File: src/design/fall_alert_menu_controller_top_defines.svh
// ---------------------------------------------------------------------------
// fall alert menu controller assertion macros
// shared property forms, sampled on clock and disabled during reset
// ---------------------------------------------------------------------------
`ifndef FALL_ALERT_MENU_CONTROLLER_TOP_DEFINES_SVH
`define FALL_ALERT_MENU_CONTROLLER_TOP_DEFINES_SVH

// same-cycle implication
`define FAM_ASSERT_IMP(label, ante, cons, msg) \
   label: assert property (@(posedge clock) disable iff (reset) (ante) |-> (cons)) \
      else $error(msg);

// next-cycle implication
`define FAM_ASSERT_NEXT(label, ante, cons, msg) \
   label: assert property (@(posedge clock) disable iff (reset) (ante) |=> (cons)) \
      else $error(msg);

`endif

File: src/design/fam_pkg.sv
// ---------------------------------------------------------------------------
// fam_pkg
// shared types, register indexes and codes of the fall alert menu controller
// ---------------------------------------------------------------------------
package fam_pkg;

   localparam int NUM_BUTTONS         = 4;
   localparam int BTN_W               = 2;
   localparam int TIME_W              = 32;
   localparam int SWITCH_W            = 3;
   localparam int CSR_ADDR_W          = 3;
   localparam int CSR_DATA_W          = 24;
   localparam int QUEUE_DEPTH_DEFAULT = 2;

   // register indexes
   localparam logic [CSR_ADDR_W-1:0] CSR_FALL_QUALIFY   = 3'd0;
   localparam logic [CSR_ADDR_W-1:0] CSR_ALERT_COOLDOWN = 3'd1;
   localparam logic [CSR_ADDR_W-1:0] CSR_BUTTON_HOLDOFF = 3'd2;
   localparam logic [CSR_ADDR_W-1:0] CSR_SCREEN_HOLDOFF = 3'd3;
   localparam logic [CSR_ADDR_W-1:0] CSR_CANCEL_WINDOW  = 3'd4;

   // register reset values
   localparam logic [15:0] FALL_QUALIFY_RST   = 16'd100;
   localparam logic [23:0] ALERT_COOLDOWN_RST = 24'd10000;
   localparam logic [23:0] BUTTON_HOLDOFF_RST = 24'd120000;
   localparam logic [15:0] SCREEN_HOLDOFF_RST = 16'd200;
   localparam logic [23:0] CANCEL_WINDOW_RST  = 24'd30000;

   // item kinds
   localparam logic KIND_EDGE = 1'b0;
   localparam logic KIND_PASS = 1'b1;

   // screens
   localparam logic [1:0] SCR_MAIN     = 2'd0;
   localparam logic [1:0] SCR_SETTINGS = 2'd1;
   localparam logic [1:0] SCR_ALERT    = 2'd2;

   // redraw codes
   localparam logic [1:0] REDRAW_NONE     = 2'd0;
   localparam logic [1:0] REDRAW_MAIN     = 2'd1;
   localparam logic [1:0] REDRAW_SETTINGS = 2'd2;
   localparam logic [1:0] REDRAW_ALERT    = 2'd3;

   localparam logic [BTN_W-1:0] BTN_BACK = 2'd3;

   typedef struct packed {
      logic              kind;
      logic [BTN_W-1:0]  button;
      logic [TIME_W-1:0] time_us;
      logic [TIME_W-1:0] time_ms;
      logic              tilt;
   } req_type;

   typedef struct packed {
      logic [1:0]          screen;
      logic                lights_on;
      logic                audio_on;
      logic                haptics_on;
      logic                cancelled;
      logic [1:0]          redraw;
      logic [SWITCH_W-1:0] toggled;
      logic                edge_taken;
   } rsp_type;

   // classified item between front and back
   typedef struct packed {
      logic                   kind;
      logic [NUM_BUTTONS-1:0] edge_mask;
      logic [TIME_W-1:0]      time_ms;
      logic                   tilt;
   } entry_type;

   typedef struct packed {
      logic                  we;
      logic [CSR_ADDR_W-1:0] addr;
      logic [CSR_DATA_W-1:0] data;
   } csr_write_type;

endpackage

File: src/design/fam_front.sv
// ---------------------------------------------------------------------------
// fam_front
// accepts requests and runs the per-button holdoff check on edges
// ---------------------------------------------------------------------------
module fam_front import fam_pkg::*; (
   input  logic          clock,
   input  logic          reset,
   input  csr_write_type csr,
   input  logic          req_valid,
   output logic          req_ready,
   input  req_type       req_data,
   input  logic          q_ready,
   output logic          push,
   output entry_type     push_entry
);

   logic [23:0]       holdoff_ff;
   logic [23:0]       holdoff_in;
   logic [TIME_W-1:0] last_edge_ff [NUM_BUTTONS];
   logic [TIME_W-1:0] last_edge_in [NUM_BUTTONS];
   logic [TIME_W-1:0] edge_gap;
   logic              edge_ok;

   assign req_ready = q_ready;
   assign push      = req_valid && q_ready;

   // wrapping distance since this button's last accepted edge
   assign edge_gap = req_data.time_us - last_edge_ff[req_data.button];
   assign edge_ok  = (req_data.kind == KIND_EDGE) &&
                     (edge_gap >= {{(TIME_W-24){1'b0}}, holdoff_ff});

   always_comb begin
      push_entry.kind      = req_data.kind;
      push_entry.edge_mask = edge_ok ? (NUM_BUTTONS'(1) << req_data.button) : '0;
      push_entry.time_ms   = req_data.time_ms;
      push_entry.tilt      = req_data.tilt;
   end

   always_comb begin
      holdoff_in = holdoff_ff;
      if (csr.we && csr.addr == CSR_BUTTON_HOLDOFF) begin
         holdoff_in = csr.data;
      end
      for (int i = 0; i < NUM_BUTTONS; i++) begin
         last_edge_in[i] = last_edge_ff[i];
      end
      if (push && edge_ok) begin
         last_edge_in[req_data.button] = req_data.time_us;
      end
   end

   always_ff @(posedge clock) begin
      if (reset) begin
         holdoff_ff <= BUTTON_HOLDOFF_RST;
         for (int i = 0; i < NUM_BUTTONS; i++) begin
            last_edge_ff[i] <= '0;
         end
      end else begin
         holdoff_ff <= holdoff_in;
         for (int i = 0; i < NUM_BUTTONS; i++) begin
            last_edge_ff[i] <= last_edge_in[i];
         end
      end
   end

endmodule

File: src/design/fam_queue.sv
// ---------------------------------------------------------------------------
// fam_queue
// short fifo of classified items between front and back
// ---------------------------------------------------------------------------
`include "fall_alert_menu_controller_top_defines.svh"

module fam_queue import fam_pkg::*; #(
   parameter int DEPTH = QUEUE_DEPTH_DEFAULT
) (
   input  logic      clock,
   input  logic      reset,
   input  logic      push,
   input  entry_type push_entry,
   output logic      q_ready,
   input  logic      pop,
   output logic      q_valid,
   output entry_type head_entry
);

   localparam int PTR_W = (DEPTH > 1) ? $clog2(DEPTH) : 1;
   localparam int CNT_W = $clog2(DEPTH + 1);

   entry_type        slot_ff [DEPTH];
   logic [PTR_W-1:0] wr_ptr_ff;
   logic [PTR_W-1:0] wr_ptr_in;
   logic [PTR_W-1:0] rd_ptr_ff;
   logic [PTR_W-1:0] rd_ptr_in;
   logic [CNT_W-1:0] count_ff;
   logic [CNT_W-1:0] count_in;

   assign q_ready    = (count_ff != CNT_W'(DEPTH));
   assign q_valid    = (count_ff != '0);
   assign head_entry = slot_ff[rd_ptr_ff];

   always_comb begin
      wr_ptr_in = wr_ptr_ff;
      rd_ptr_in = rd_ptr_ff;
      count_in  = count_ff;
      if (push) begin
         wr_ptr_in = (wr_ptr_ff == PTR_W'(DEPTH - 1)) ? '0 : wr_ptr_ff + 1'b1;
      end
      if (pop) begin
         rd_ptr_in = (rd_ptr_ff == PTR_W'(DEPTH - 1)) ? '0 : rd_ptr_ff + 1'b1;
      end
      if (push && !pop) begin
         count_in = count_ff + 1'b1;
      end else if (pop && !push) begin
         count_in = count_ff - 1'b1;
      end
   end

   always_ff @(posedge clock) begin
      if (reset) begin
         wr_ptr_ff <= '0;
         rd_ptr_ff <= '0;
         count_ff  <= '0;
      end else begin
         wr_ptr_ff <= wr_ptr_in;
         rd_ptr_ff <= rd_ptr_in;
         count_ff  <= count_in;
      end
   end

   always_ff @(posedge clock) begin
      if (push) begin
         slot_ff[wr_ptr_ff] <= push_entry;
      end
   end

   `FAM_ASSERT_IMP(a_queue_bound, 1'b1, count_ff <= CNT_W'(DEPTH), "queue count overflow")
   `FAM_ASSERT_NEXT(a_queue_drain, pop && !push, count_ff == $past(count_ff) - 1'b1, "queue count off")

endmodule

File: src/design/fam_back.sv
// ---------------------------------------------------------------------------
// fam_back
// carries out edge and loop-pass items: tilt alert, acknowledge, menu, switches
// ---------------------------------------------------------------------------
`include "fall_alert_menu_controller_top_defines.svh"

module fam_back import fam_pkg::*; (
   input  logic          clock,
   input  logic          reset,
   input  csr_write_type csr,
   input  logic          q_valid,
   input  entry_type     q_entry,
   output logic          q_pop,
   output logic          rsp_valid,
   input  logic          rsp_ready,
   output rsp_type       rsp_data
);

   logic [15:0]            fall_qualify_ff, fall_qualify_in;
   logic [23:0]            alert_cooldown_ff, alert_cooldown_in;
   logic [15:0]            screen_holdoff_ff, screen_holdoff_in;
   logic [23:0]            cancel_window_ff, cancel_window_in;

   logic [1:0]             screen_ff, screen_in;
   logic [NUM_BUTTONS-1:0] pending_ff, pending_in;
   logic [TIME_W-1:0]      tilt_since_ff, tilt_since_in;
   logic                   tilt_valid_ff, tilt_valid_in;
   logic [TIME_W-1:0]      cooldown_until_ff, cooldown_until_in;
   logic [TIME_W-1:0]      alert_start_ff, alert_start_in;
   logic [TIME_W-1:0]      last_change_ff, last_change_in;
   logic [SWITCH_W-1:0]    switch_ff, switch_in;
   logic                   cancel_ff, cancel_in;
   logic                   rsp_valid_ff, rsp_valid_in;
   rsp_type                rsp_data_ff, rsp_data_in;

   logic [TIME_W-1:0]      now;
   logic [1:0]             scr_cur;
   logic                   tilt_open;
   logic [TIME_W-1:0]      since_eff;
   logic                   qualified;
   logic [TIME_W-1:0]      alert_age;
   logic                   screen_ok;
   logic [1:0]             redraw;
   logic [SWITCH_W-1:0]    toggled;

   assign q_pop     = q_valid && (!rsp_valid_ff || rsp_ready);
   assign rsp_valid = rsp_valid_ff;
   assign rsp_data  = rsp_data_ff;

   assign now       = q_entry.time_ms;
   // an out-of-range screen code is treated as main
   assign scr_cur   = (screen_ff == SCR_SETTINGS || screen_ff == SCR_ALERT) ?
                      screen_ff : SCR_MAIN;
   assign tilt_open = (scr_cur != SCR_ALERT) && !(now < cooldown_until_ff);
   assign since_eff = tilt_valid_ff ? tilt_since_ff : now;
   assign qualified = (now - since_eff) >= {16'b0, fall_qualify_ff};
   // alert raised in this pass means an acknowledgement of age zero
   assign alert_age = (tilt_open && q_entry.tilt && qualified) ? '0 : now - alert_start_ff;
   assign screen_ok = (now - last_change_ff) >= {16'b0, screen_holdoff_ff};

   always_comb begin
      fall_qualify_in   = fall_qualify_ff;
      alert_cooldown_in = alert_cooldown_ff;
      screen_holdoff_in = screen_holdoff_ff;
      cancel_window_in  = cancel_window_ff;
      if (csr.we) begin
         case (csr.addr)
            CSR_FALL_QUALIFY:   fall_qualify_in   = csr.data[15:0];
            CSR_ALERT_COOLDOWN: alert_cooldown_in = csr.data;
            CSR_SCREEN_HOLDOFF: screen_holdoff_in = csr.data[15:0];
            CSR_CANCEL_WINDOW:  cancel_window_in  = csr.data;
            default: ;
         endcase
      end
   end

   always_comb begin
      screen_in         = screen_ff;
      pending_in        = pending_ff;
      tilt_since_in     = tilt_since_ff;
      tilt_valid_in     = tilt_valid_ff;
      cooldown_until_in = cooldown_until_ff;
      alert_start_in    = alert_start_ff;
      last_change_in    = last_change_ff;
      switch_in         = switch_ff;
      cancel_in         = cancel_ff;
      redraw            = REDRAW_NONE;
      toggled           = '0;
      rsp_valid_in      = rsp_ready ? 1'b0 : rsp_valid_ff;
      rsp_data_in       = rsp_data_ff;

      if (q_pop) begin
         rsp_valid_in = 1'b1;
         if (q_entry.kind == KIND_EDGE) begin
            pending_in = pending_ff | q_entry.edge_mask;
         end else begin
            pending_in = '0;
            screen_in  = scr_cur;

            if (tilt_open) begin
               if (q_entry.tilt) begin
                  tilt_valid_in = 1'b1;
                  tilt_since_in = since_eff;
                  if (qualified) begin
                     screen_in      = SCR_ALERT;
                     alert_start_in = now;
                     cancel_in      = 1'b0;
                     redraw         = REDRAW_ALERT;
                  end
               end else begin
                  tilt_valid_in = 1'b0;
               end
            end

            if (pending_ff != '0) begin
               case (screen_in)
                  SCR_ALERT: begin
                     // acknowledge
                     if (alert_age < {8'b0, cancel_window_ff}) begin
                        cancel_in = 1'b1;
                     end
                     cooldown_until_in = now + {8'b0, alert_cooldown_ff};
                     tilt_valid_in     = 1'b0;
                     screen_in         = SCR_MAIN;
                     redraw            = REDRAW_MAIN;
                  end
                  SCR_MAIN: begin
                     if (screen_ok) begin
                        last_change_in = now;
                        screen_in      = SCR_SETTINGS;
                        redraw         = REDRAW_SETTINGS;
                     end
                  end
                  default: begin
                     toggled   = pending_ff[SWITCH_W-1:0];
                     switch_in = switch_ff ^ toggled;
                     if (pending_ff[BTN_BACK] && screen_ok) begin
                        last_change_in = now;
                        screen_in      = SCR_MAIN;
                        redraw         = REDRAW_MAIN;
                     end
                  end
               endcase
            end
         end

         rsp_data_in.screen     = screen_in;
         rsp_data_in.lights_on  = switch_in[0];
         rsp_data_in.audio_on   = switch_in[1];
         rsp_data_in.haptics_on = switch_in[2];
         rsp_data_in.cancelled  = cancel_in;
         rsp_data_in.redraw     = redraw;
         rsp_data_in.toggled    = toggled;
         rsp_data_in.edge_taken = (q_entry.kind == KIND_EDGE) && (q_entry.edge_mask != '0);
      end
   end

   always_ff @(posedge clock) begin
      if (reset) begin
         fall_qualify_ff   <= FALL_QUALIFY_RST;
         alert_cooldown_ff <= ALERT_COOLDOWN_RST;
         screen_holdoff_ff <= SCREEN_HOLDOFF_RST;
         cancel_window_ff  <= CANCEL_WINDOW_RST;
         screen_ff         <= SCR_MAIN;
         pending_ff        <= '0;
         tilt_since_ff     <= '0;
         tilt_valid_ff     <= 1'b0;
         cooldown_until_ff <= '0;
         alert_start_ff    <= '0;
         last_change_ff    <= '0;
         switch_ff         <= '0;
         cancel_ff         <= 1'b0;
         rsp_valid_ff      <= 1'b0;
      end else begin
         fall_qualify_ff   <= fall_qualify_in;
         alert_cooldown_ff <= alert_cooldown_in;
         screen_holdoff_ff <= screen_holdoff_in;
         cancel_window_ff  <= cancel_window_in;
         screen_ff         <= screen_in;
         pending_ff        <= pending_in;
         tilt_since_ff     <= tilt_since_in;
         tilt_valid_ff     <= tilt_valid_in;
         cooldown_until_ff <= cooldown_until_in;
         alert_start_ff    <= alert_start_in;
         last_change_ff    <= last_change_in;
         switch_ff         <= switch_in;
         cancel_ff         <= cancel_in;
         rsp_valid_ff      <= rsp_valid_in;
      end
   end

   always_ff @(posedge clock) begin
      rsp_data_ff <= rsp_data_in;
   end

   `FAM_ASSERT_IMP(a_alert_redraw, rsp_valid_ff && rsp_data_ff.redraw == REDRAW_ALERT, rsp_data_ff.screen == SCR_ALERT, "alert redraw off alert screen")
   `FAM_ASSERT_NEXT(a_edge_latched, q_pop && q_entry.kind == KIND_EDGE && q_entry.edge_mask != '0, pending_ff != '0, "taken edge not latched")
   `FAM_ASSERT_NEXT(a_pass_consumes, q_pop && q_entry.kind == KIND_PASS, pending_ff == '0, "pass left edges pending")

endmodule

File: src/design/fall_alert_menu_controller_top.sv
// ---------------------------------------------------------------------------
// fall alert menu controller
// an accepted request is queued; the back end pops it and registers its response
// throughput: one request per cycle while rsp_ready is high, set by the back end
// a response waiting on rsp_ready does not block requests until the queue fills
// reset is synchronous, active high; control registers go to defaults, no clearing pass
// ---------------------------------------------------------------------------
module fall_alert_menu_controller_top import fam_pkg::*; #(
   parameter int QUEUE_DEPTH = QUEUE_DEPTH_DEFAULT
) (
   input  logic                  clock,
   input  logic                  reset,
   input  logic                  req_valid,
   output logic                  req_ready,
   input  req_type               req_data,
   output logic                  rsp_valid,
   input  logic                  rsp_ready,
   output rsp_type               rsp_data,
   input  logic                  csr_we,
   input  logic [CSR_ADDR_W-1:0] csr_addr,
   input  logic [CSR_DATA_W-1:0] csr_wdata
);

   csr_write_type csr;
   logic          q_ready;
   logic          push;
   entry_type     push_entry;
   logic          pop;
   logic          q_valid;
   entry_type     head_entry;

   assign csr.we   = csr_we;
   assign csr.addr = csr_addr;
   assign csr.data = csr_wdata;

   fam_front u_front (
      .clock      (clock),
      .reset      (reset),
      .csr        (csr),
      .req_valid  (req_valid),
      .req_ready  (req_ready),
      .req_data   (req_data),
      .q_ready    (q_ready),
      .push       (push),
      .push_entry (push_entry)
   );

   fam_queue #(
      .DEPTH (QUEUE_DEPTH)
   ) u_queue (
      .clock      (clock),
      .reset      (reset),
      .push       (push),
      .push_entry (push_entry),
      .q_ready    (q_ready),
      .pop        (pop),
      .q_valid    (q_valid),
      .head_entry (head_entry)
   );

   fam_back u_back (
      .clock     (clock),
      .reset     (reset),
      .csr       (csr),
      .q_valid   (q_valid),
      .q_entry   (head_entry),
      .q_pop     (pop),
      .rsp_valid (rsp_valid),
      .rsp_ready (rsp_ready),
      .rsp_data  (rsp_data)
   );

endmodule
File: config.mk
export PLATFORM = sky130hd
export DESIGN_NAME = fall_alert_menu_controller_top
export DESIGN_NICKNAME = d
export VERILOG_FILES = /design/src/design/fam_pkg.sv /design/src/design/fam_front.sv /design/src/design/fam_queue.sv /design/src/design/fam_back.sv /design/src/design/fall_alert_menu_controller_top.sv
export VERILOG_INCLUDE_DIRS = /design/src /design/src/design
export SDC_FILE = /design/constraint.sdc
export NUM_CORES = 1
export LEC_CHECK = 0
export BUFFER_PORTS_ARGS = -buffer_cell sky130_fd_sc_hd__buf_2
export CAP_MARGIN = 20
export CORE_UTILIZATION = 51
export DETAILED_ROUTE_END_ITERATION = 16
export GPL_ROUTABILITY_DRIVEN = 0
export PLACE_DENSITY = 0.76
export SLEW_MARGIN = 30
export SYNTH_ARGS = -nofsm -noshare
export SYNTH_HDL_FRONTEND = slang
export SYNTH_SLANG_ARGS = --single-unit
File: constraint.sdc
create_clock -name clock -period 19.3 [get_ports clock]
set_input_delay 3.86 -clock clock [delete_from_list [all_inputs] [get_ports clock]]
set_output_delay 3.86 -clock clock [all_outputs]
set_load 0.005 [all_outputs]
==> reports/results.tsv <==
stage	metric	value	unit
pwr	netSwitchingPower	2090	µW
sta	finalMaxSlewViolations	0	
drt	route.met2.wl	35.6	mm
setup_path	crit_required	19820	ps
worst_hold_path	min_path_type	flop to flop	
pwr	p_sw_frac	0.438	
synth	ys_ff_latch	465	
drt	first_iter_violations	1775	
floorplanning	rows	87	
sta	setup_violations	0	
pwr	leakage	0.0128	µW
sta	rsz0062_at_grt	no	
drt	first_pass_iters	6	
cells_and_area	finalInstanceArea	0.0321	mm²
setup_path	cpMaxStageDelayCell	buf_4	
sta	clock.fmax	103	MHz
synth	ys_seq_area_frac	0.347	
sta	slew_headroom	0.345	
pwr	ir_drop	0.0904	mV
setup_path	cpMostUsedCell	a21o_1	
clocking	cts-resized-gates	0	
setup_path	end_kind	flop	
clocking	clock_tree.root_cell	clkbuf_16	
sta	fin_ws	9580	ps
drt	num_vias	24800	
setup_path	reg2reg_slack	10340	ps
floorplanning	die_x	242	µm
setup_path	critical_path.top_delay_family	compound AO/OA/AOI/OAI gates	
setup_path	start_kind	input port	
drt	viasPerCell	5.85	
synth	yosys_warnings	0	
sta	post-route-period-util	0.503	
clocking	cts.sink_count	465	
setup_path	path_class	input port to flop	
grt	grt_pass1_vias	23700	
drt	drc	0	
drt	top_layer	met5	
floorplanning	die_y	242	µm
sta	finClkSkew	30.2	ps
synth	synth_async_sr_flop_share	0	
drt	post_drt_wl_per_cell	17.8	µm
grt	grt_pass1_wl	122	mm
worst_hold_path	min_from	u_back.fall_qualify_ff[7]	
setup_path	worstPathArrival	10240	ps
setup_path	crit_path_start	req_data[65]	
setup_path	max_stage_delay	560	ps
setup_path	crit_fanout	39	
grt	antenna_found_initial	6	
synth	avgSynthCellArea	8.57	µm²
drt	routed-wl-met3	4.11	mm
floorplanning	ios	114	
synth	syn_area	0.0293	mm²
drt	wl_met1	32.8	mm
sta	setup-tns-final	0	ps
drt	wirelength	75.6	mm
place	io_buffers	113	
place	dpl_cell_area	0.0304	mm²
sta	finalHoldViolations	0	
outcome	status	complete, no violations	
floorplanning	initial_core_util	0.518	
synth	synth_cell_types	85	
place	dp_slack	9150	ps
cells_and_area	drive_above_1_share	0.0938	
grt	grt_use_total	0.254	
floorplanning	dieArea	0.0585	mm²
synth	syn_nets	3789	
clocking	cts_tree	built	
pwr	power_density	149	mW/mm²
cells_and_area	layout.nets	3811	
drt	ant_nets	0	
synth	synth_flop_cell	dfxtp_1	
run	drv_cap	0	
pwr	combPwrFrac	0.554	
clocking	post_cts_buffers	0	
sta	worst_pin_slew	982	ps
setup_path	crit_buf_inv	4	
clocking	clk_pin_slew	70	ps
clocking	ctsHoldBuffers	0	
place	dp_hpwl	55.2	mm
clocking	clock_latency	620	ps
pwr	p_seq_frac	0.240	
pwr	pwr-share-clk	0.206	
clocking	clk_path_buf_depth	3	
grt	grt.overflow.total	0	
synth	syn-instance-count	3425	
floorplanning	coreArea	0.0566	mm²
clocking	numCtsBuffers	49	
synth	synth_edf_count	88	
pwr	p_int	2690	µW
grt	grt_max_degree	118	
clocking	cts_max_level	2	
sta	fin_crit	9720	ps
cells_and_area	areaGrowthSynthToFinish	9.42	%
[worst reg2reg max path: cells and delay by family (launching register included)]
kind	cells	cell delay, ps
adder cells (fa/ha/maj)	3	770
flip-flops	1	310
buffers and inverters	5	1360
AND/OR/NAND/NOR	10	2130
AO/OA/AOI/OAI	13	3410
multiplexers	2	650
XOR/XNOR	1	210
[kinds of logic after synthesis]
| logic type | after synthesis | synth area share |
|---|---|---|
| AND/OR/NAND/NOR | 1009 | 0.153 |
| AO/OA/AOI/OAI | 877 | 0.193 |
| flip-flops | 465 | 0.347 |
| buffers and inverters | 451 | 0.0599 |
| adder cells (fa/ha/maj) | 264 | 0.114 |
| multiplexers | 245 | 0.0994 |
| XOR/XNOR | 114 | 0.0340 |
[Yosys cell counts (7+ instances only)]
cell type    n  area, µm²
a21o_1      79        593
mux2i_1    172       1720
clkbuf_1   120        450
or3_1       14       87.6
a31oi_1     53        332
nor4_1      18        113
nand2b_1    26        163
o31ai_1     13       97.6
nand4_1     36        225
a2111oi_0    7       61.3
nor3b_1      8       60.1
a211oi_1    57        428
a21boi_0     8       60.1
buf_2       27        135
edfxtp_1    88       2640
nor2b_1     30        188
ha_1       259       3240
nor2_1     232        871
nand3_1     66        330
mux4_2      32        721
xnor2_1     71        622
o221ai_1    10       87.6
mux2_2      40        450
xor2_1      43        377
dfxtp_1    377       7550
and2_1      12       75.1
buf_1       17       63.8
inv_1      279       1050
a21oi_1    313       1570
or2_2        7       43.8
o21a_1      33        248
o211ai_1    36        270
nand2_1    466       1750
and3_1      22        138
nor3_1      45        225
a311oi_1    40        350
o21bai_1    16        120
o21ai_0    125        626
[state kept, by name, indices dropped and copies added (netlist names), named ones only]
signal,count
u_back.cooldown_until_ff,32
u_back.alert_cooldown_ff,24
u_back.screen_ff,2
u_front.holdoff_ff,24
u_back.fall_qualify_ff,16
u_back.pending_ff,4
u_front.last_edge_ff,128
u_queue.slot_ff,76
u_back.rsp_data,12
u_back.tilt_since_ff,32
u_back.alert_start_ff,32
u_queue.count_ff,2
u_back.cancel_window_ff,24
u_back.switch_ff,3
u_back.last_change_ff,32
u_back.tilt_valid_ff,1
u_back.screen_holdoff_ff,16
u_queue.wr_ptr_ff,1
u_queue.rd_ptr_ff,1
u_back.rsp_valid,1
u_back.cancel_ff,1
[layer usage]
| layer | vias up | global-route usage |
|---|---|---|
| met4 | 8 | 0.107 |
| met2 | 700 | 0.434 |
| li1 | 12300 | - |
| met5 | - | 0 |
| met3 | 161 | 0.0329 |
| met1 | 11700 | 0.323 |
[power by group through the flow]
stage	logic (µW)	registers [µW]	clock network, µW
4_1_cts	2620	1150	998
2_1_floorplan	1990	1160	0
5_1_grt	2950	1160	1040
6_report	2650	1150	984
3_3_place_gp	2570	1170	0
3_5_place_dp	2600	1170	0
[through the flow]
stage | util | total power, µW | hold slack (ps) | std cells
6_report | 0.567 | 4780 | 455 | 4245
5_1_grt | 0.567 | 5140 | 468 | 4244
3_3_place_gp | 0.537 | 3740 | 439 | 4152
4_1_cts | 0.567 | 4770 | 455 | 4243
3_5_place_dp | 0.538 | 3770 | 447 | 4152
2_1_floorplan | - | 3150 | 432 | 3425
[path summary, 6_finish.rpt]
kind | depth (start not counted) | to
setup / recovery | 28 | u_front.last_edge_ff[1][21]
hold / removal | 2 | u_back.fall_qualify_ff[7]
setup reg to reg | 34 | u_back.cancel_ff
hold reg to reg | 2 | u_back.fall_qualify_ff[7]
[final cells by class]
class | instances | area (µm²)
Multi-Input combinational cell | 2509 | 17500
Inverter | 281 | 1060
Tap cell | 756 | 946
Timing Repair Buffer | 141 | 782
Sequential cell | 465 | 10200
Fill cell | 5110 | 24500
Clock buffer | 63 | 1360
Antenna cell | 2 | 5.00
Clock inverter | 28 | 307
[layout by cell type, fill, tap and decap left out, types with 26 or more instances in the layout]
cell type    n
mux4_2      32
mux2i_1    172
clkbuf_16   52
nand2b_1    26
o21a_1      33
mux2_2      40
xor2_1      43
buf_4       28
nor2_1     230
nand2_1    465
edfxtp_1    88
o21ai_0    125
a31oi_1     53
a21o_1      79
ha_1       259
inv_1      279
nand3_1     66
nand4_1     36
buf_2      112
nor3_1      45
xnor2_1     71
a21oi_1    311
a211oi_1    57
a311oi_1    40
dfxtp_1    375
o211ai_1    36
nor2b_1     29
(Power assumes the default switching activity.)
